**src/hw/rtl/ceu_pkg.sv**
```systemverilog
// Package for the composition enumerator: field widths, index commands and
// the command and status words between controller and datapath.
// No dependencies.
`timescale 1ns / 1ps

package ceu_pkg;

	localparam int SIZE_W = 5;
	localparam int VAL_W  = 5;
	localparam int POS_W  = 4;

	// Index counter commands.
	localparam logic [2:0] IDX_HOLD   = 3'd0;
	localparam logic [2:0] IDX_CLR    = 3'd1;
	localparam logic [2:0] IDX_LASTM1 = 3'd2;
	localparam logic [2:0] IDX_INC    = 3'd3;
	localparam logic [2:0] IDX_DEC    = 3'd4;

	typedef struct packed {
		logic [2:0] idx_op;
		logic       fill_wr;
		logic       inc_wr;
		logic       refill_wr;
		logic       set_last;
		logic       out_part;
		logic       out_exh;
		logic       final_flag;
	} cmd_t;

	typedef struct packed {
		logic idx_zero;
		logic idx_at_last;
		logic last_zero;
		logic pref_lt_n;
		logic refill_go;
		logic fill_end;
		logic n_zero;
		logic n_gt1;
		logic p0_lt_n;
		logic out_free;
	} sts_t;

endpackage

```
**src/hw/rtl/ceu_req_if.sv**
```systemverilog
// Request channel of the composition enumerator: valid, ready, restart flag.
// Depends on nothing.
`timescale 1ns / 1ps

interface ceu_req_if;
	logic valid;
	logic ready;
	logic restart;

	modport source (output valid, output restart, input ready);
	modport sink (input valid, input restart, output ready);
endinterface

```
**src/hw/rtl/ceu_res_if.sv**
```systemverilog
// Result channel of the composition enumerator: one part per word.
// Depends on ceu_pkg for the field widths.
`timescale 1ns / 1ps

interface ceu_res_if;
	logic                        valid;
	logic                        ready;
	logic [ceu_pkg::VAL_W-1:0]   part_value;
	logic [ceu_pkg::POS_W-1:0]   part_position;
	logic                        last_part;
	logic                        final_composition;
	logic                        exhausted;

	modport source (output valid, output part_value, output part_position,
		output last_part, output final_composition, output exhausted, input ready);
	modport sink (input valid, input part_value, input part_position,
		input last_part, input final_composition, input exhausted, output ready);
endinterface

```
**src/hw/rtl/ceu_dpath.sv**
```systemverilog
// Datapath of the composition enumerator: part and prefix-sum memories,
// index counter, size register and the output register. Depends on ceu_pkg.
`timescale 1ns / 1ps

module ceu_dpath #(
	parameter int MAX_SIZE = 16
) (
	input  logic                        clk,
	input  logic                        arst_n,
	input  logic                        cfg_wr_en,
	input  logic [ceu_pkg::SIZE_W-1:0]  cfg_wr_data,
	input  ceu_pkg::cmd_t               cmd,
	output ceu_pkg::sts_t               sts,
	output logic                        res_valid,
	input  logic                        res_ready,
	output logic [ceu_pkg::VAL_W-1:0]   res_value,
	output logic [ceu_pkg::POS_W-1:0]   res_position,
	output logic                        res_last,
	output logic                        res_final,
	output logic                        res_exhausted
);

	localparam int IW = (MAX_SIZE > 1) ? $clog2(MAX_SIZE) : 1;
	localparam int CW = IW + ceu_pkg::SIZE_W + 1;

	logic [ceu_pkg::SIZE_W-1:0] size_q;
	logic [ceu_pkg::SIZE_W-1:0] n_eff;
	logic [IW-1:0]              idx_q;
	logic [IW-1:0]              last_q;
	logic [IW-1:0]              wr_addr;
	logic [ceu_pkg::SIZE_W-1:0] ps_q;
	logic [ceu_pkg::VAL_W-1:0]  p0_q;
	logic [ceu_pkg::VAL_W-1:0]  parts_mem [MAX_SIZE];
	logic [ceu_pkg::SIZE_W-1:0] pref_mem [MAX_SIZE];
	logic [ceu_pkg::VAL_W-1:0]  parts_rd_q;
	logic [ceu_pkg::SIZE_W-1:0] pref_rd_q;
	logic [ceu_pkg::VAL_W-1:0]  parts_wd;
	logic [ceu_pkg::SIZE_W-1:0] pref_wd;
	logic                       mem_we;
	logic [CW-1:0]              idx_ext;
	logic [CW-1:0]              n_ext;
	logic                       out_valid_q;

	// Sizes above the storage depth are clamped to it.
	assign n_eff = (CW'(size_q) > CW'(MAX_SIZE)) ? ceu_pkg::SIZE_W'(MAX_SIZE) : size_q;
	assign idx_ext = CW'(idx_q);
	assign n_ext = CW'(n_eff);

	always_comb begin
		sts.idx_zero    = (idx_q == '0);
		sts.idx_at_last = (idx_q == last_q);
		sts.last_zero   = (last_q == '0);
		sts.pref_lt_n   = (pref_rd_q < n_eff);
		sts.refill_go   = (ps_q < n_eff) && ((idx_ext + CW'(1)) < n_ext);
		sts.fill_end    = ((idx_ext + CW'(1)) >= n_ext);
		sts.n_zero      = (n_eff == '0);
		sts.n_gt1       = (n_eff > ceu_pkg::SIZE_W'(1));
		sts.p0_lt_n     = (p0_q < n_eff);
		sts.out_free    = !out_valid_q || res_ready;
	end

	always_ff @(posedge clk or negedge arst_n) begin
		if (!arst_n) begin
			size_q <= ceu_pkg::SIZE_W'(1);
			idx_q  <= '0;
			last_q <= '0;
		end else begin
			if (cfg_wr_en) begin
				size_q <= cfg_wr_data;
			end
			case (cmd.idx_op)
				ceu_pkg::IDX_CLR:    idx_q <= '0;
				ceu_pkg::IDX_LASTM1: idx_q <= last_q - IW'(1);
				ceu_pkg::IDX_INC:    idx_q <= idx_q + IW'(1);
				ceu_pkg::IDX_DEC:    idx_q <= idx_q - IW'(1);
				default:             idx_q <= idx_q;
			endcase
			if (cmd.set_last) begin
				last_q <= idx_q;
			end
		end
	end

	// The refill writes one place past the index and advances it in the same cycle.
	always_comb begin
		wr_addr  = cmd.refill_wr ? (idx_q + IW'(1)) : idx_q;
		mem_we   = cmd.fill_wr || cmd.inc_wr || cmd.refill_wr;
		parts_wd = ceu_pkg::VAL_W'(1);
		pref_wd  = ps_q + ceu_pkg::SIZE_W'(1);
		if (cmd.fill_wr) begin
			pref_wd = ceu_pkg::SIZE_W'(idx_ext + CW'(1));
		end else if (cmd.inc_wr) begin
			parts_wd = parts_rd_q + ceu_pkg::VAL_W'(1);
			pref_wd  = pref_rd_q + ceu_pkg::SIZE_W'(1);
		end
	end

	always_ff @(posedge clk) begin
		if (mem_we) begin
			parts_mem[wr_addr] <= parts_wd;
			pref_mem[wr_addr]  <= pref_wd;
		end
		parts_rd_q <= parts_mem[idx_q];
		pref_rd_q  <= pref_mem[idx_q];
		if (cmd.inc_wr || cmd.refill_wr) begin
			ps_q <= pref_wd;
		end
		if ((cmd.fill_wr || cmd.inc_wr) && (idx_q == '0)) begin
			p0_q <= parts_wd;
		end
	end

	always_ff @(posedge clk or negedge arst_n) begin
		if (!arst_n) begin
			out_valid_q <= 1'b0;
		end else if (cmd.out_part || cmd.out_exh) begin
			out_valid_q <= 1'b1;
		end else if (res_ready) begin
			out_valid_q <= 1'b0;
		end
	end

	always_ff @(posedge clk) begin
		if (cmd.out_part) begin
			res_value     <= parts_rd_q;
			res_position  <= ceu_pkg::POS_W'(idx_q);
			res_last      <= (idx_q == last_q);
			res_final     <= cmd.final_flag;
			res_exhausted <= 1'b0;
		end else if (cmd.out_exh) begin
			res_value     <= '0;
			res_position  <= '0;
			res_last      <= 1'b1;
			res_final     <= 1'b0;
			res_exhausted <= 1'b1;
		end
	end

	assign res_valid = out_valid_q;

endmodule

```
**src/hw/rtl/ceu_ctrl.sv**
```systemverilog
// Controller of the composition enumerator: sequences fill, walk-back,
// refill and emission. Depends on ceu_pkg.
`timescale 1ns / 1ps

module ceu_ctrl (
	input  logic          clk,
	input  logic          arst_n,
	input  logic          req_valid,
	input  logic          req_restart,
	output logic          req_ready,
	input  logic          cfg_wr_en,
	input  ceu_pkg::sts_t sts,
	output ceu_pkg::cmd_t cmd
);

	localparam logic [2:0] ST_IDLE     = 3'd0;
	localparam logic [2:0] ST_FILL     = 3'd1;
	localparam logic [2:0] ST_WALK_RD  = 3'd2;
	localparam logic [2:0] ST_WALK_CHK = 3'd3;
	localparam logic [2:0] ST_REFILL   = 3'd4;
	localparam logic [2:0] ST_EMIT_RD  = 3'd5;
	localparam logic [2:0] ST_EMIT_WR  = 3'd6;
	localparam logic [2:0] ST_EXH      = 3'd7;

	logic [2:0] state_q;
	logic [2:0] state_d;
	logic       started_q;
	logic       started_d;
	logic       more_q;
	logic       more_d;
	logic       started_eff;
	logic       more_eff;

	assign req_ready = (state_q == ST_IDLE);

	// A restart acts on the flags before the request is judged.
	assign started_eff = req_restart ? 1'b0 : started_q;
	assign more_eff    = req_restart ? 1'b1 : more_q;

	always_comb begin
		state_d   = state_q;
		started_d = started_q;
		more_d    = more_q;
		cmd       = '0;
		cmd.idx_op = ceu_pkg::IDX_HOLD;
		cmd.final_flag = !more_q;
		case (state_q)
			ST_IDLE: begin
				if (req_valid) begin
					started_d = started_eff;
					if (!more_eff || sts.n_zero) begin
						more_d  = 1'b0;
						state_d = ST_EXH;
					end else if (!started_eff) begin
						started_d  = 1'b1;
						cmd.idx_op = ceu_pkg::IDX_CLR;
						state_d    = ST_FILL;
					end else if (sts.last_zero) begin
						more_d  = 1'b0;
						state_d = ST_EXH;
					end else begin
						cmd.idx_op = ceu_pkg::IDX_LASTM1;
						state_d    = ST_WALK_RD;
					end
				end
			end
			ST_FILL: begin
				cmd.fill_wr = 1'b1;
				if (sts.fill_end) begin
					cmd.set_last = 1'b1;
					cmd.idx_op   = ceu_pkg::IDX_CLR;
					more_d       = sts.n_gt1;
					state_d      = ST_EMIT_RD;
				end else begin
					cmd.idx_op = ceu_pkg::IDX_INC;
				end
			end
			ST_WALK_RD: begin
				state_d = ST_WALK_CHK;
			end
			ST_WALK_CHK: begin
				if (sts.pref_lt_n) begin
					cmd.inc_wr = 1'b1;
					state_d    = ST_REFILL;
				end else if (sts.idx_zero) begin
					more_d  = 1'b0;
					state_d = ST_EXH;
				end else begin
					cmd.idx_op = ceu_pkg::IDX_DEC;
					state_d    = ST_WALK_RD;
				end
			end
			ST_REFILL: begin
				if (sts.refill_go) begin
					cmd.refill_wr = 1'b1;
					cmd.idx_op    = ceu_pkg::IDX_INC;
				end else begin
					cmd.set_last = 1'b1;
					cmd.idx_op   = ceu_pkg::IDX_CLR;
					more_d       = sts.p0_lt_n;
					state_d      = ST_EMIT_RD;
				end
			end
			ST_EMIT_RD: begin
				state_d = ST_EMIT_WR;
			end
			ST_EMIT_WR: begin
				if (sts.out_free) begin
					cmd.out_part = 1'b1;
					if (sts.idx_at_last) begin
						state_d = ST_IDLE;
					end else begin
						cmd.idx_op = ceu_pkg::IDX_INC;
						state_d    = ST_EMIT_RD;
					end
				end
			end
			ST_EXH: begin
				if (sts.out_free) begin
					cmd.out_exh = 1'b1;
					state_d     = ST_IDLE;
				end
			end
			default: begin
				state_d = ST_IDLE;
			end
		endcase
		// A size write restarts the listing; a zero size is caught on the next request.
		if (cfg_wr_en) begin
			started_d = 1'b0;
			more_d    = 1'b1;
		end
	end

	always_ff @(posedge clk or negedge arst_n) begin
		if (!arst_n) begin
			state_q   <= ST_IDLE;
			started_q <= 1'b0;
			more_q    <= 1'b1;
		end else begin
			state_q   <= state_d;
			started_q <= started_d;
			more_q    <= more_d;
		end
	end

endmodule

```
**src/hw/rtl/composition_enumerator_unit.sv**
```systemverilog
// Composition enumerator: one request at a time, taken the cycle after its last word loads.
// A first composition is filled and then emitted; a following one walks back over positions,
// refills parts and then emits them; each part costs a memory read state and an output state,
// and the output state waits while the result register is full and not being taken.
// An exhausted request goes to the exhausted state, which loads its word once the output register is free.
// Reset clears control state and sets the size to 1; the part memories are not cleared.
`timescale 1ns / 1ps

module composition_enumerator_unit #(
	parameter int MAX_SIZE = 16
) (
	input  logic                       clk,
	input  logic                       arst_n,
	input  logic                       cfg_wr_en,
	input  logic [ceu_pkg::SIZE_W-1:0] cfg_wr_data,
	ceu_req_if.sink                    req,
	ceu_res_if.source                  res
);

	ceu_pkg::cmd_t cmd;
	ceu_pkg::sts_t sts;

	ceu_ctrl u_ctrl (
		.clk         (clk),
		.arst_n      (arst_n),
		.req_valid   (req.valid),
		.req_restart (req.restart),
		.req_ready   (req.ready),
		.cfg_wr_en   (cfg_wr_en),
		.sts         (sts),
		.cmd         (cmd)
	);

	ceu_dpath #(
		.MAX_SIZE (MAX_SIZE)
	) u_dpath (
		.clk           (clk),
		.arst_n        (arst_n),
		.cfg_wr_en     (cfg_wr_en),
		.cfg_wr_data   (cfg_wr_data),
		.cmd           (cmd),
		.sts           (sts),
		.res_valid     (res.valid),
		.res_ready     (res.ready),
		.res_value     (res.part_value),
		.res_position  (res.part_position),
		.res_last      (res.last_part),
		.res_final     (res.final_composition),
		.res_exhausted (res.exhausted)
	);

endmodule

```
**src/flat_wrapper.sv**
```systemverilog
// flat-port wrapper written by rule: the top's interface ports become plain ports
module composition_enumerator_unit_flat 
#(
	parameter int MAX_SIZE = 16
)
  (clk, arst_n, cfg_wr_en, cfg_wr_data, req_valid, req_restart, req_ready, res_valid, res_part_value, res_part_position, res_last_part, res_final_composition, res_exhausted, res_ready);
  ceu_req_if req_i ();
  ceu_res_if res_i ();
  input  logic clk;
  input  logic arst_n;
  input  logic cfg_wr_en;
  input  logic [ceu_pkg::SIZE_W-1:0] cfg_wr_data;
  input wire logic [$bits(req_i.valid)-1:0] req_valid;
  input wire logic [$bits(req_i.restart)-1:0] req_restart;
  output wire logic [$bits(req_i.ready)-1:0] req_ready;
  output wire logic [$bits(res_i.valid)-1:0] res_valid;
  output wire logic [$bits(res_i.part_value)-1:0] res_part_value;
  output wire logic [$bits(res_i.part_position)-1:0] res_part_position;
  output wire logic [$bits(res_i.last_part)-1:0] res_last_part;
  output wire logic [$bits(res_i.final_composition)-1:0] res_final_composition;
  output wire logic [$bits(res_i.exhausted)-1:0] res_exhausted;
  input wire logic [$bits(res_i.ready)-1:0] res_ready;
  assign req_i.valid = req_valid;
  assign req_i.restart = req_restart;
  assign req_ready = req_i.ready;
  assign res_valid = res_i.valid;
  assign res_part_value = res_i.part_value;
  assign res_part_position = res_i.part_position;
  assign res_last_part = res_i.last_part;
  assign res_final_composition = res_i.final_composition;
  assign res_exhausted = res_i.exhausted;
  assign res_i.ready = res_ready;
  composition_enumerator_unit #(.MAX_SIZE(MAX_SIZE)) u_core (.clk(clk), .arst_n(arst_n), .cfg_wr_en(cfg_wr_en), .cfg_wr_data(cfg_wr_data), .req(req_i), .res(res_i));
endmodule
```
**config.mk**
```make
export PLATFORM = sky130hd
export DESIGN_NAME = composition_enumerator_unit_flat
export DESIGN_NICKNAME = d
export VERILOG_FILES = /design/src/hw/rtl/ceu_pkg.sv /design/src/hw/rtl/ceu_req_if.sv /design/src/hw/rtl/ceu_res_if.sv /design/src/hw/rtl/ceu_dpath.sv /design/src/hw/rtl/ceu_ctrl.sv /design/src/hw/rtl/composition_enumerator_unit.sv /design/src/flat_wrapper.sv
export SDC_FILE = /design/constraint.sdc
export NUM_CORES = 1
export LEC_CHECK = 0
export BUFFER_PORTS_ARGS = -buffer_cell sky130_fd_sc_hd__buf_2
export CORE_UTILIZATION = 60
export DETAILED_ROUTE_END_ITERATION = 10
export PLACE_DENSITY = 0.85
export SETUP_SLACK_MARGIN = 0.05
export SLEW_MARGIN = 0
export SYNTH_ARGS = -nofsm -noshare
export SYNTH_HDL_FRONTEND = slang
export SYNTH_SLANG_ARGS = --single-unit
```
**constraint.sdc**
```tcl
create_clock -name clk -period 4.55 [get_ports clk]
set_input_delay 0.2275 -clock clk [delete_from_list [all_inputs] [get_ports clk]]
set_output_delay 0.2275 -clock clk [all_outputs]
set_load 0.03 [all_outputs]
```
# After elaboration in Yosys (flattened, before gate mapping)
# Memory sizes are Yosys's and may differ from the RTL's. A register that Yosys moved wholly into a read port is not among the register bits.
# Cells that the tools add are included.
dict set report totals {
  out_inout_bits 14
  register_bits 41
  n_memories 2
  mem_bits_rw 160
  input_bits 11
}
dict set report op_classes {
  muxes 69
  addsub 7
  magnitude_cmp 7
  n_eq_ne 24
  n_reduce_logical 24
}
# name words word_bits read_ports rd_clocked_by_memory_dff write_ports line_no
set mem_list {}
lappend mem_list {u_core.u_dpath.parts_mem 16 5 1 1 1 ceu_dpath.sv:33} ;# logic [ceu_pkg::VAL_W-1:0] parts_mem [MAX_SIZE];
lappend mem_list {u_core.u_dpath.pref_mem 16 5 1 1 1 ceu_dpath.sv:34} ;# logic [ceu_pkg::SIZE_W-1:0] pref_mem [MAX_SIZE];
# operator n
set ops {}
lappend ops {{2-to-1 mux 3 bit} 13}
lappend ops {{2-to-1 mux 5 bit} 7}
lappend ops {{2-to-1 mux 1 bit} 33}
lappend ops {{one-hot mux 3 bit (8 select lines)} 1}
lappend ops {{2-to-1 mux 2 bit} 8}
lappend ops {{one-hot mux 4 bit (4 select lines)} 1}
lappend ops {{adder 5 x 1 -> 5 bit, second input constant} 3}
lappend ops {{== test 3 bit, second input constant} 5}
lappend ops {{< comparator 5 bit} 3}
lappend ops {{one-hot mux 3 bit (5 select lines)} 1}
lappend ops {{== test 3 x 2 -> 1 bit, second input constant} 4}
lappend ops {{2-to-1 mux 4 bit} 3}
lappend ops {{>= comparator 10 x 5 -> 1 bit} 1}
lappend ops {{< comparator 10 x 5 -> 1 bit} 1}
lappend ops {{!= test 3 bit, second input constant} 3}
lappend ops {{logical NOT 4 bit} 2}
lappend ops {{!= test 4 x 2 -> 1 bit, second input constant} 2}
lappend ops {{AND reduction 8 bit} 1}
lappend ops {{nonzero test 2 bit} 4}
lappend ops {{subtractor 4 x 1 -> 4 bit, second input constant} 2}
lappend ops {{== test 3 x 1 -> 1 bit, second input constant} 2}
lappend ops {{logical OR 1 bit} 6}
lappend ops {{!= test 2 x 1 -> 1 bit, second input constant} 3}
lappend ops {{!= test 3 x 2 -> 1 bit, second input constant} 2}
lappend ops {{other kinds (16)} 20}

# Longest topological paths before layout
# Gate-level depths: netlist of run 1.
dict set report logic_depth {
  depth_word 9
  ltp_mapped 14
}

# By module
# From an unflattened synthesis of run 1, not the netlist that was laid out.
dict set report hier_totals {
  hier_cells 617
  hier_area_um2 9382.7
}
# module seq_area_each_um2 n_inst cells_each area_each_um2
set by_module_without_submodules {}
lappend by_module_without_submodules {ceu_dpath 6007.0 1 547 8837.2}
lappend by_module_without_submodules {ceu_ctrl 126.4 1 70 545.5}

# Worst setup path after synthesis of run 1
# No wires, ideal clock.
dict set report synth_path {
  kind {register to register}
  from {reg u_core.u_dpath.size_q[4] (netlist bit)}
  to {mem u_core.u_dpath.pref_mem[0][4] (netlist bit) (data pin)}
  t_arrival_ns 3.274
  path_buffers 1
  period_less_slack_ns 3.612
  path_stages_with_launch 14
  setup_slack_ns 0.938
  t_required_ns 4.212
  path_cell_list {dfrtp_1 > inv_1 > nand2_1 > ha_1 > o211ai_1 > o21a_1 > o21ai_0 > buf_2 > mux2_2 > ha_1 > nand3_1 > xnor2_1 > a21oi_1 > o21ai_0}
}
dict set report synth_between {
  elab_chain_len 7
}
# element line_no
set synth_rtl {}
lappend synth_rtl {{start, declared} ceu_dpath.sv:26} ;# logic [ceu_pkg::SIZE_W-1:0] size_q;
lappend synth_rtl {{start signal, assigned} ceu_dpath.sv:64} ;# size_q <= ceu_pkg::SIZE_W'(1);
lappend synth_rtl {{start signal, assigned} ceu_dpath.sv:69} ;# size_q <= cfg_wr_data;
lappend synth_rtl {{> comparator 5 bit} ceu_dpath.sv:45} ;# assign n_eff = (CW'(size_q) > CW'(MAX_SIZE)) ? ceu_pkg::SIZE_W'(MAX_SIZE) : size_q;
lappend synth_rtl {{2-to-1 mux 5 bit *} ceu_dpath.sv:45}
lappend synth_rtl {{< comparator 5 bit *} ceu_dpath.sv:53} ;# sts.pref_lt_n = (pref_rd_q < n_eff);
lappend synth_rtl {{2-to-1 mux 1 bit *} ceu_ctrl.sv:82} ;# if (sts.pref_lt_n) begin
lappend synth_rtl {{2-to-1 mux 1 bit *} ceu_ctrl.sv:47} ;# case (state_q)
lappend synth_rtl {{2-to-1 mux 5 bit *} ceu_dpath.sv:92} ;# end else if (cmd.inc_wr) begin
lappend synth_rtl {{2-to-1 mux 5 bit *} ceu_dpath.sv:90} ;# if (cmd.fill_wr) begin
lappend synth_rtl {{net u_core.u_dpath.pref_wd (one bit)} ceu_dpath.sv:38} ;# logic [ceu_pkg::SIZE_W-1:0] pref_wd;
lappend synth_rtl {{end, declared} ceu_dpath.sv:34}
# The timed path passes the listed nets; every way through them passes the cells marked *.

# Final worst setup path of run 1
dict set report layout_path {
  from {reg u_core.u_dpath.idx_q[0]}
  to {mem u_core.u_dpath.pref_mem[7][4] (netlist bit), enable pin}
}
dict set report layout_between {
  elab_chain_len 8
  word_cells_on_any_way 10
}
# element line_no
set layout_rtl {}
lappend layout_rtl {{start, declared} ceu_dpath.sv:28} ;# logic [IW-1:0] idx_q;
lappend layout_rtl {{start signal, assigned} ceu_dpath.sv:73} ;# ceu_pkg::IDX_LASTM1: idx_q <= last_q - IW'(1);
lappend layout_rtl {{start signal, assigned} ceu_dpath.sv:74} ;# ceu_pkg::IDX_INC: idx_q <= idx_q + IW'(1);
lappend layout_rtl {{start signal, assigned} ceu_dpath.sv:75} ;# ceu_pkg::IDX_DEC: idx_q <= idx_q - IW'(1);
lappend layout_rtl {{adder 4 x 1 -> 5 bit} ceu_dpath.sv:54} ;# sts.refill_go = (ps_q < n_eff) && ((idx_ext + CW'(1)) < n_ext);
lappend layout_rtl {{< comparator 10 x 5 -> 1 bit} ceu_dpath.sv:54}
lappend layout_rtl {{logical AND 1 bit} ceu_dpath.sv:54}
lappend layout_rtl {{2-to-1 mux 1 bit} ceu_ctrl.sv:94} ;# if (sts.refill_go) begin
lappend layout_rtl {{2-to-1 mux 1 bit} ceu_ctrl.sv:47}
lappend layout_rtl {{logical OR 1 bit} ceu_dpath.sv:87} ;# mem_we = cmd.fill_wr || cmd.inc_wr || cmd.refill_wr;
lappend layout_rtl {{2-to-1 mux 1 bit} ceu_dpath.sv:99} ;# if (mem_we) begin
lappend layout_rtl {{2-to-1 mux 1 bit (implied by the code)} ceu_dpath.sv:101} ;# pref_mem[wr_addr] <= pref_wd;
# Several ways; a longest one is shown, not always the timed one.

==> impl_metrics.py, run 1 <==
metrics = {
    "status": {
        "status": "complete, but fails checks",
        "failed_checks": "DRC",
    },
    "drt": {
        "drtAntennaViolNets": 0,
        "vias": 5340,
        "wire_per_inst_um": 26.2,
        "wirelength_um": 20800,
        "drt_iter0_markers": 598,
        "vias_per_cell": 6.74,
        "first_pass_iters": 8,
        "drc": 6,
    },
    "setup_path": {
        "arrival_ns": 4.16,
        "required_ns": 4.68,
        "r2r_end": "u_core.u_dpath.pref_mem[7][4]$_DFFE_PP_",
        "cp_num_buf_inv": 1,
        "critPathMaxFanout": 16,
        "worstSetupPathType": "reg2reg",
        "reg2reg_depth": 11,
        "critPathMaxStageDelay_ns": 0.82,
        "r2r-start": "u_core.u_dpath.idx_q[0]$_DFFE_PN0P_",
        "cp_slowest_cell": "nor2_1",
        "crit_chain": "buf_4, and2_1, nand2_1, xnor2_1, ha_1, a21o_1, a21oi_1, o211ai_2, nor4_1, a221oi_2, nor2_1",
        "rrSetupSlack_ns": 0.52,
        "start_kind": "flop",
        "crit_family": "simple AND/OR/NAND/NOR gates",
        "endpoint_kind": "flop",
    },
    "global_route": {
        "grt_pass1_wl_um": 32300,
        "grt_max_degree": 37,
        "grt_use_total": 0.279,
        "grt_pass1_vias": 5393,
        "grt.overflow.total": 0,
        "grt_antenna_before_repair": 0,
    },
    "synth": {
        "synth_commonest_cells": "edfxtp_1 (181), mux4_2 (50), nor2_1 (41)",
        "syn_inst": 547,
        "synth_cell_types": 67,
        "synth_nets": 580,
        "synth_top_area_cell": "edfxtp_1",
        "async_reset_ff_frac": 0.0900,
        "synth.most_common_cell": "edfxtp_1",
        "synth_edf_count": 181,
        "synth_seq_area_share": 0.669,
        "synth_area_mm2": 0.00917,
        "synthFlopType": "edfxtp_1",
        "ys_seq_elements": 211,
        "syn_avg_cell_area_um2": 16.8,
        "netlist_top_cells_area": "edfxtp_1 (59%), mux4_2 (12%), dfrtp_1 (4.6%)",
        "yosysTopAreaCellShare": 0.592,
        "yosysWarnings": 0,
    },
    "floorplan": {
        "io_pins": 25,
        "core_mm2": 0.0147,
        "initial_core_util": 0.624,
        "dieArea_mm2": 0.0158,
        "die-width_um": 126,
        "rows": 44,
        "die_h_um": 126,
    },
    "clock_tree": {
        "cts_max_level": 1,
        "cts_made_buffers": 22,
        "cts.path.max_buffers": 3,
        "cts.clk_slew.worst_paths_ns": 0.06,
        "clock_sinks": 211,
        "clkLatencyLatePin_ns": 0.51,
        "holdBufCountCts": 6,
        "cts_setup_buffers": 0,
        "cts_tree": "built",
        "cts_resized": 0,
        "clockRootBuffer": "clkbuf_16",
    },
    "timing": {
        "clock.fmax_mhz": 248,
        "setup_violations": 0,
        "tightestPinTransition_ns": 1.05,
        "final.min_clock_period_ns": 4.03,
        "skew_ns": 0.0109,
        "drv_slew": 0,
        "rsz0062_at_grt": "no",
        "finalCritPeriodShare": 0.886,
        "setup_tns_ns": 0,
        "hold_viol": 0,
        "slew-limit-headroom": 0.295,
    },
    "pwr": {
        "p_leak_nw": 3.54,
        "p_per_area_mw_per_mm2": 692,
        "clockPowerShare": 0.260,
        "p_int_w": 0.00470,
        "seq_power_share": 0.403,
        "comb_power_share": 0.337,
        "vdd_drop_max_mv": 0.391,
        "power.switching_w": 0.00246,
        "swShare": 0.343,
    },
    "final_layout": {
        "stdcell_area_mm2": 0.0103,
        "area_growth_pct": 12.8,
        "drive_gt1_frac": 0.240,
        "stdcell_count": 792,
        "nFillCells": 900,
        "nets": 625,
        "antenna-diode-count": 0,
    },
    "worst_hold_path": {
        "worstHoldEndpoint": "u_core.u_ctrl.started_q$_DFFE_PN0P_",
        "hp-class": "in2reg",
        "worstHoldPathCells": 2,
        "hp-start": "cfg_wr_en",
    },
    "place": {
        "dp_hpwl_um": 13400,
        "placedCellCount": 746,
        "gp_congestion": 0.959,
        "placed_area_mm2": 0.00953,
        "portBuffers": 24,
    },
    "flow_run": {
        "maxCapViolations": 0,
    },
}
-- flip-flops by register name (all words and copies together), names as in the netlist --
name / flops
u_core.u_dpath.pref_mem: 80
u_core.u_dpath.res_exhausted: 1
u_core.u_dpath.last_q: 4
u_core.u_dpath.size_q: 5
u_core.u_dpath.parts_rd_q: 5
u_core.u_dpath.pref_rd_q: 5
u_core.u_dpath.res_last: 1
u_core.u_dpath.res_position: 4
u_core.u_dpath.idx_q: 4
u_core.u_dpath.res_valid: 1
u_core.u_dpath.ps_q: 5
u_core.u_ctrl.more_q: 1
u_core.u_ctrl.started_q: 1
u_core.u_dpath.parts_mem: 80
u_core.u_dpath.res_value: 5
u_core.u_ctrl.state_q: 3
u_core.u_dpath.res_final: 1
u_core.u_dpath.p0_q: 5
-- logic make-up after synthesis --
logic type,after synthesis,synth area share
xor+xnor,15,0.0143
fa+ha+maj,22,0.0300
simple gates,130,0.0730
compound gates,74,0.0607
mux,63,0.138
buf+inv,32,0.0153
flops,211,0.669
-- stage by stage --
| stage | util | hold slack, ns | worst slack, ns | total power (W) |
|---|---|---|---|---|
| CTS | 0.704 | 0.00623 | 0.552 | 0.00715 |
| finish | 0.704 | 0.0209 | 0.517 | 0.00716 |
| global placement | 0.649 | 0.185 | 0.794 | 0.00517 |
| detailed placement | 0.649 | 0.207 | 0.634 | 0.00527 |
| floorplan | - | -0.0681 | 0.938 | 0.00453 |
| global route | 0.704 | 0.0470 | 0.310 | 0.00746 |
-- how the worst max path moves through the flow --
stage / startpoint / depth (start not counted) / end / slack, ns
2_1_floorplan: u_core.u_dpath.size_q[4]$_DFFE_PN0P_ / 13 / u_core.u_dpath.pref_mem[0][4]$_DFFE_PP_ / 0.94
3_3_place_gp: u_core.u_dpath.idx_q[0]$_DFFE_PN0P_ / 11 / u_core.u_dpath.parts_mem[5][0]$_DFFE_PP_ / 0.79
3_5_place_dp: u_core.u_dpath.idx_q[0]$_DFFE_PN0P_ / 11 / u_core.u_dpath.pref_mem[7][4]$_DFFE_PP_ / 0.63
4_1_cts: u_core.u_dpath.idx_q[0]$_DFFE_PN0P_ / 11 / u_core.u_dpath.parts_mem[5][3]$_DFFE_PP_ / 0.55
5_1_grt: u_core.u_dpath.idx_q[0]$_DFFE_PN0P_ / 11 / u_core.u_dpath.parts_mem[5][3]$_DFFE_PP_ / 0.31
6_report: u_core.u_dpath.idx_q[0]$_DFFE_PN0P_ / 11 / u_core.u_dpath.pref_mem[7][4]$_DFFE_PP_ / 0.52
-- cell type report --
cell class	count	area [µm²]	area share
Sequential cell	211	6140	0.593
Multi-Input combinational cell	304	2900	0.280
Clock buffer	26	566	0.0546
Timing Repair Buffer	46	300	0.0290
Tap cell	184	230	0.0222
Clock inverter	14	191	0.0185
Inverter	7	26.3	0.00254
-- cells in the final DEF, fill, tap and decap left out, types with 5 or more instances in the layout --
cell	n
ha_1	22
edfxtp_1	181
nor2_1	41
mux2_2	8
nand2b_1	6
nor3_1	5
nand2_1	24
buf_4	16
dfxtp_1	11
o21ai_0	12
dlygate4sd3_1	6
and2_1	12
nor4_1	7
clkinv_1	5
xor2_1	11
dfrtp_1	15
nand3_1	10
a21oi_1	13
nor2b_1	8
mux4_2	50
buf_2	24
inv_1	6
clkbuf_16	22
-- power groups by stage --
stage | combinational (W) | clock [W] | sequential (W)
floorplan | 0.00167 | 0 | 0.00287
finish | 0.00241 | 0.00186 | 0.00289
detailed placement | 0.00236 | 0 | 0.00291
global placement | 0.00228 | 0 | 0.00289
CTS | 0.00239 | 0.00188 | 0.00288
global route | 0.00259 | 0.00195 | 0.00292
-- layer usage --
metal | part of all wire | global-route usage | vias to the layer above
li1 | - | - | 2279
met1 | 0.38 | 0.390 | 2606
met2 | 0.46 | 0.432 | 376
met3 | 0.099 | 0.0399 | 79
met4 | 0.064 | 0.156 | 0
met5 | 0 | 0 | -
No activity file was read; power rests on OpenSTA's default activity.
==> inputs of run 2 (changes only) <==
Settings changed: PLACE_DENSITY 0.85 to 0.87.
==> impl_metrics.py, run 2 (same netlist as run 1, synthesis figures left out) <==
metrics = {
    "status": {
        "status": "complete, but fails checks",
        "failed_checks": "DRC",
    },
    "setup_path": {
        "required_ns": 4.67,
        "endpoint_kind": "flop",
        "arrival_ns": 4.50,
        "start_kind": "flop",
        "reg2reg_depth": 10,
        "critPathMaxFanout": 13,
        "worstSetupPathType": "reg2reg",
    },
    "global_route": {
        "grt.overflow.total": 0,
        "grt_pass1_wl_um": 33200,
        "grt_use_total": 0.285,
        "grt_antenna_before_repair": 0,
        "grt_max_degree": 43,
        "grt_pass1_vias": 5419,
    },
    "drt": {
        "drc": 5,
        "first_pass_iters": 8,
        "wire_per_inst_um": 27.0,
        "wirelength_um": 21300,
        "drtAntennaViolNets": 0,
        "vias": 5400,
        "vias_per_cell": 6.84,
        "drt_iter0_markers": 599,
    },
    "place": {
        "dp_hpwl_um": 13500,
        "portBuffers": 24,
        "placed_area_mm2": 0.00953,
        "gp_congestion": 0.937,
    },
    "timing": {
        "clock.fmax_mhz": 228,
        "finalCritPeriodShare": 0.962,
        "rsz0062_at_grt": "yes",
        "setup_violations": 0,
        "tightestPinTransition_ns": 1.05,
        "hold_viol": 0,
        "skew_ns": 0.0105,
        "slew-limit-headroom": 0.300,
        "final.min_clock_period_ns": 4.38,
        "setup_tns_ns": 0,
        "drv_slew": 0,
    },
    "clock_tree": {
        "clockRootBuffer": "clkbuf_16",
        "clkLatencyLatePin_ns": 0.50,
        "cts_max_level": 1,
        "cts_tree": "built",
        "cts_setup_buffers": 0,
        "cts_resized": 0,
        "cts.clk_slew.worst_paths_ns": 0.06,
        "cts.path.max_buffers": 3,
        "cts_made_buffers": 21,
        "clock_sinks": 211,
    },
    "pwr": {
        "vdd_drop_max_mv": 0.364,
        "p_per_area_mw_per_mm2": 682,
        "p_leak_nw": 3.50,
    },
    "worst_hold_path": {
        "hp-class": "in2reg",
        "worstHoldPathCells": 2,
    },
    "floorplan": {
        "die_h_um": 126,
        "initial_core_util": 0.624,
        "rows": 44,
        "core_mm2": 0.0147,
        "io_pins": 25,
        "dieArea_mm2": 0.0158,
        "die-width_um": 126,
    },
    "final_layout": {
        "multiInputGateArea_mm2": 0.00290,
        "final_common_cell": "edfxtp_1",
        "area_growth_pct": 11.6,
        "nFillCells": 877,
        "layout_common_cells": "edfxtp_1 (181), mux4_2 (50), nor2_1 (40), nand2_1 (24), buf_2 (24)",
        "antenna-diode-count": 0,
        "largestRegisters": "u_core.u_dpath.parts_mem x80, u_core.u_dpath.pref_mem x80",
        "stdcell_area_mm2": 0.0102,
        "seq_area_mm2": 0.00614,
        "drive_gt1_frac": 0.238,
        "nets": 623,
    },
    "flow_run": {
        "maxCapViolations": 0,
    },
}
## run 2: cell types whose count changed in the layout (fill, tap and decap cells not counted)
cell / change
inv_6: +1
clkinvlp_4: -2
clkbuf_16: -1
nor2_2: +1
clkinv_2: +4
clkinv_1: -2
clkinv_4: -2
clkbuf_8: +2
nor2_1: -1
bufinv_16: -3
clkbuf_1: +2
clkinv_8: -1
buf_4: -1
## run 2: report_power, final
group | internal (W) | switching (W)
Combinational | 0.000917 | 0.00154
Clock | 0.000944 | 0.000699
Sequential | 0.00266 | 0.000221
## run 2: layout make-up
cell class / instances / share of cell area
clock inverter: 9 / 0.00721
timing repair buffer: 45 / 0.0286
clock buffer: 29 / 0.0562
sequential: 211 / 0.599
inverter: 7 / 0.00257
tap: 184 / 0.0225
multi-input combinational: 304 / 0.284
## run 2: per-layer routing
metal  routed length, µm  global-route usage
met2                9800               0.440
met3                1880              0.0501
met1                8250               0.395
met4                1380               0.153
met5                   0                   0
## run 2: timing repair
item | 4_1_cts | 5_1_grt
hold buffers | 6 | 0
setup endpoints to repair | 0 | 20
endpoints found under the hold margin | 24 | 0
## run 2: final timing paths
path / from / slack (ns) / end
max: u_core.u_dpath.idx_q[0]$_DFFE_PN0P_ / 0.17 / u_core.u_dpath.parts_mem[9][0]$_DFFE_PP_
min: cfg_wr_en / 0.02 / u_core.u_ctrl.started_q$_DFFE_PN0P_
max reg2reg: u_core.u_dpath.idx_q[0]$_DFFE_PN0P_ / 0.17 / u_core.u_dpath.parts_mem[9][0]$_DFFE_PP_
min reg2reg: u_core.u_dpath.res_exhausted$_SDFFE_PP0P_ / 0.48 / u_core.u_dpath.res_exhausted$_SDFFE_PP0P_
max in group asynchronous: arst_n / 4.02 / u_core.u_dpath.idx_q[1]$_DFFE_PN0P_
min in group asynchronous: arst_n / 0.20 / u_core.u_dpath.size_q[2]$_DFFE_PN0P_
## run 2: per-stage QoR
stage                     total power, W  setup slack, ns  hold slack, ns  cells   util
final                            0.00698            0.172          0.0215    789  0.696
after global routing             0.00726          0.00351          0.0546    789  0.696
after CTS                        0.00696            0.363          0.0222    789  0.696
after detailed placement         0.00528            0.415           0.195    745  0.648
after global placement           0.00516            0.700           0.182    745  0.648
after floorplan                  0.00453            0.938         -0.0681    547      -
## run 2: critical path, stage by stage (launching register included)
cell	delay [ns]
dfrtp_2	0.49
and2_1	0.22
nand2_1	0.09
xnor2_1	0.61
ha_1	0.38
a21o_1	0.18
a21oi_1	0.28
o211ai_2	0.41
nor3_4	0.36
a31oi_2	0.20
nor2_1	0.78
==> inputs of run 3 (changes only) <==
Clock period 4.55 ns to 4.95 ns, I/O delays scaled along.
==> impl_metrics.py, run 3 (same netlist as run 1, synthesis figures left out) <==
metrics = {
    "floorplan": {
        "initial_core_util": 0.624,
        "dieArea_mm2": 0.0158,
        "io_pins": 25,
        "rows": 44,
        "core_mm2": 0.0147,
        "die-width_um": 126,
        "die_h_um": 126,
    },
    "final_layout": {
        "layout_common_cells": "edfxtp_1 (181), mux4_2 (50), nor2_1 (41), nand2_1 (24), buf_2 (24)",
        "area_growth_pct": 11.9,
        "largestRegisters": "u_core.u_dpath.parts_mem x80, u_core.u_dpath.pref_mem x80",
        "final_common_cell": "edfxtp_1",
        "nets": 621,
        "final_util": 0.698,
        "nFillCells": 906,
        "drive_gt1_frac": 0.240,
    },
    "timing": {
        "finalCritPeriodShare": 0.877,
        "slew-limit-headroom": 0.334,
        "final.min_clock_period_ns": 4.34,
        "rsz0062_at_grt": "no",
        "clock.fmax_mhz": 230,
        "skew_ns": 0.0290,
        "setup_violations": 0,
        "tightestPinTransition_ns": 0.995,
        "hold_viol": 0,
        "drv_slew": 0,
        "setup_tns_ns": 0,
    },
    "setup_path": {
        "required_ns": 5.05,
        "endpoint_kind": "flop",
        "arrival_ns": 4.44,
        "worstSetupPathType": "reg2reg",
        "start_kind": "flop",
        "critPathMaxFanout": 18,
    },
    "clock_tree": {
        "cts_made_buffers": 21,
        "clockRootBuffer": "clkbuf_16",
        "clock_sinks": 211,
        "cts_tree": "built",
        "cts_max_level": 1,
        "cts.clk_slew.worst_paths_ns": 0.06,
        "cts_setup_buffers": 0,
        "clkLatencyLatePin_ns": 0.51,
        "cts_resized": 0,
        "holdBufCountCts": 5,
        "cts.path.max_buffers": 3,
    },
    "global_route": {
        "grt_use_total": 0.282,
        "met1_usage": 0.369,
        "grt_pass1_vias": 5465,
        "top_usage_layer": "met2",
        "grt.overflow.total": 0,
        "grt_pass1_wl_um": 32500,
        "grt_max_degree": 46,
        "grtUsageMet3": 0.0709,
        "grt_antenna_before_repair": 1,
        "use_met2": 0.451,
    },
    "flow_run": {
        "maxCapViolations": 0,
    },
    "worst_hold_path": {
        "hp-class": "in2reg",
    },
    "drt": {
        "wire_per_inst_um": 26.9,
        "first_pass_iters": 9,
        "vias": 5412,
        "vias_per_cell": 6.87,
        "drtAntennaViolNets": 0,
        "drc": 10,
        "wirelength_um": 21200,
        "drt_iter0_markers": 620,
    },
    "pwr": {
        "power.switching_w": 0.00227,
        "vdd_drop_max_mv": 0.466,
        "comb_power_share": 0.338,
        "seq_power_share": 0.416,
        "swShare": 0.349,
        "p_per_area_mw_per_mm2": 633,
        "clockPowerShare": 0.246,
        "p_leak_nw": 3.50,
        "p_int_w": 0.00423,
    },
    "place": {
        "dp_hpwl_um": 13900,
        "gp_congestion": 0.991,
        "portBuffers": 24,
    },
    "status": {
        "failed_checks": "DRC",
        "status": "complete, but fails checks",
    },
}
## run 3: cell types whose count changed in the layout (fill, tap and decap cells not counted), sizes merged
cell	before	now
bufinv	1	3
dlygate4sd3	6	5
buf	39	38
clkinv	7	6
clkbuf	29	24
diode	0	1
clkinvlp	1	5
## run 3: critical path: stages (launching register included)
cell and delay (ns):
dfrtp_2 0.65, inv_1 0.25, ha_1 0.52, ha_1 0.30
nor2b_1 0.15, o21ai_0 0.29, o211ai_2 0.39, nor2_1 0.32
a32oi_1 0.29, nor2_1 0.78
## run 3: path summary, 6_finish.rpt
kind                       cells past startpoint                                       from                                        end  slack, ns
setup / recovery                               9        u_core.u_dpath.idx_q[1]$_DFFE_PN0P_   u_core.u_dpath.pref_mem[11][1]$_DFFE_PP_       0.61
hold / removal                                 2                             cfg_wr_data[2]       u_core.u_dpath.size_q[2]$_DFFE_PN0P_      0.008
setup reg to reg                               9        u_core.u_dpath.idx_q[1]$_DFFE_PN0P_   u_core.u_dpath.pref_mem[11][1]$_DFFE_PP_       0.61
hold reg to reg                                1  u_core.u_dpath.res_exhausted$_SDFFE_PP0P_  u_core.u_dpath.res_exhausted$_SDFFE_PP0P_       0.51
max in group asynchronous                      2                                     arst_n       u_core.u_dpath.size_q[0]$_DFFE_PN1P_       4.37
min in group asynchronous                      2                                     arst_n       u_core.u_dpath.res_valid$_DFFE_PN0P_       0.22
## run 3: metrics by stage
| stage | cell area [µm²] | hold slack [ns] | power [W] | setup WS, ns | instances |
|---|---|---|---|---|---|
| after floorplan | 9170 | -0.0481 | 0.00417 | 1.34 | 547 |
| after detailed placement | 9520 | 0.215 | 0.00486 | 0.763 | 744 |
| final | 10300 | 0.00839 | 0.00650 | 0.611 | 788 |
| after global routing | 10300 | 0.0133 | 0.00676 | 0.537 | 787 |
| after CTS | 10300 | 0.000776 | 0.00648 | 0.684 | 787 |
| after global placement | 9520 | 0.200 | 0.00476 | 0.967 | 744 |
## run 3: cell type report
type                       count  area [µm²]  share of cell area
clock buffer                  24         537              0.0523
multi-input combinational    304        2900               0.283
timing repair buffer          43         275              0.0268
inverter                       7        26.3             0.00256
tap                          184         230              0.0224
antenna                        1        2.50            0.000244
sequential                   211        6140               0.598
clock inverter                14         159              0.0155
## run 3: power groups by stage
stage | registers, W | clock network [W] | logic (W)
floorplan | 0.00264 | 0 | 0.00153
global placement | 0.00269 | 0 | 0.00207
detailed placement | 0.00272 | 0 | 0.00214
CTS | 0.00269 | 0.00161 | 0.00217
global route | 0.00273 | 0.00168 | 0.00235
finish | 0.00270 | 0.00160 | 0.00220
## run 3: per-layer routing
metal  wire, µm  vias to the layer above  share of wire
li1           -                     2280              -
met1       7640                     2664           0.36
met2      10200                      391           0.48
met3       2440                       77           0.12
met4        870                        0          0.041
met5          0                        -              0
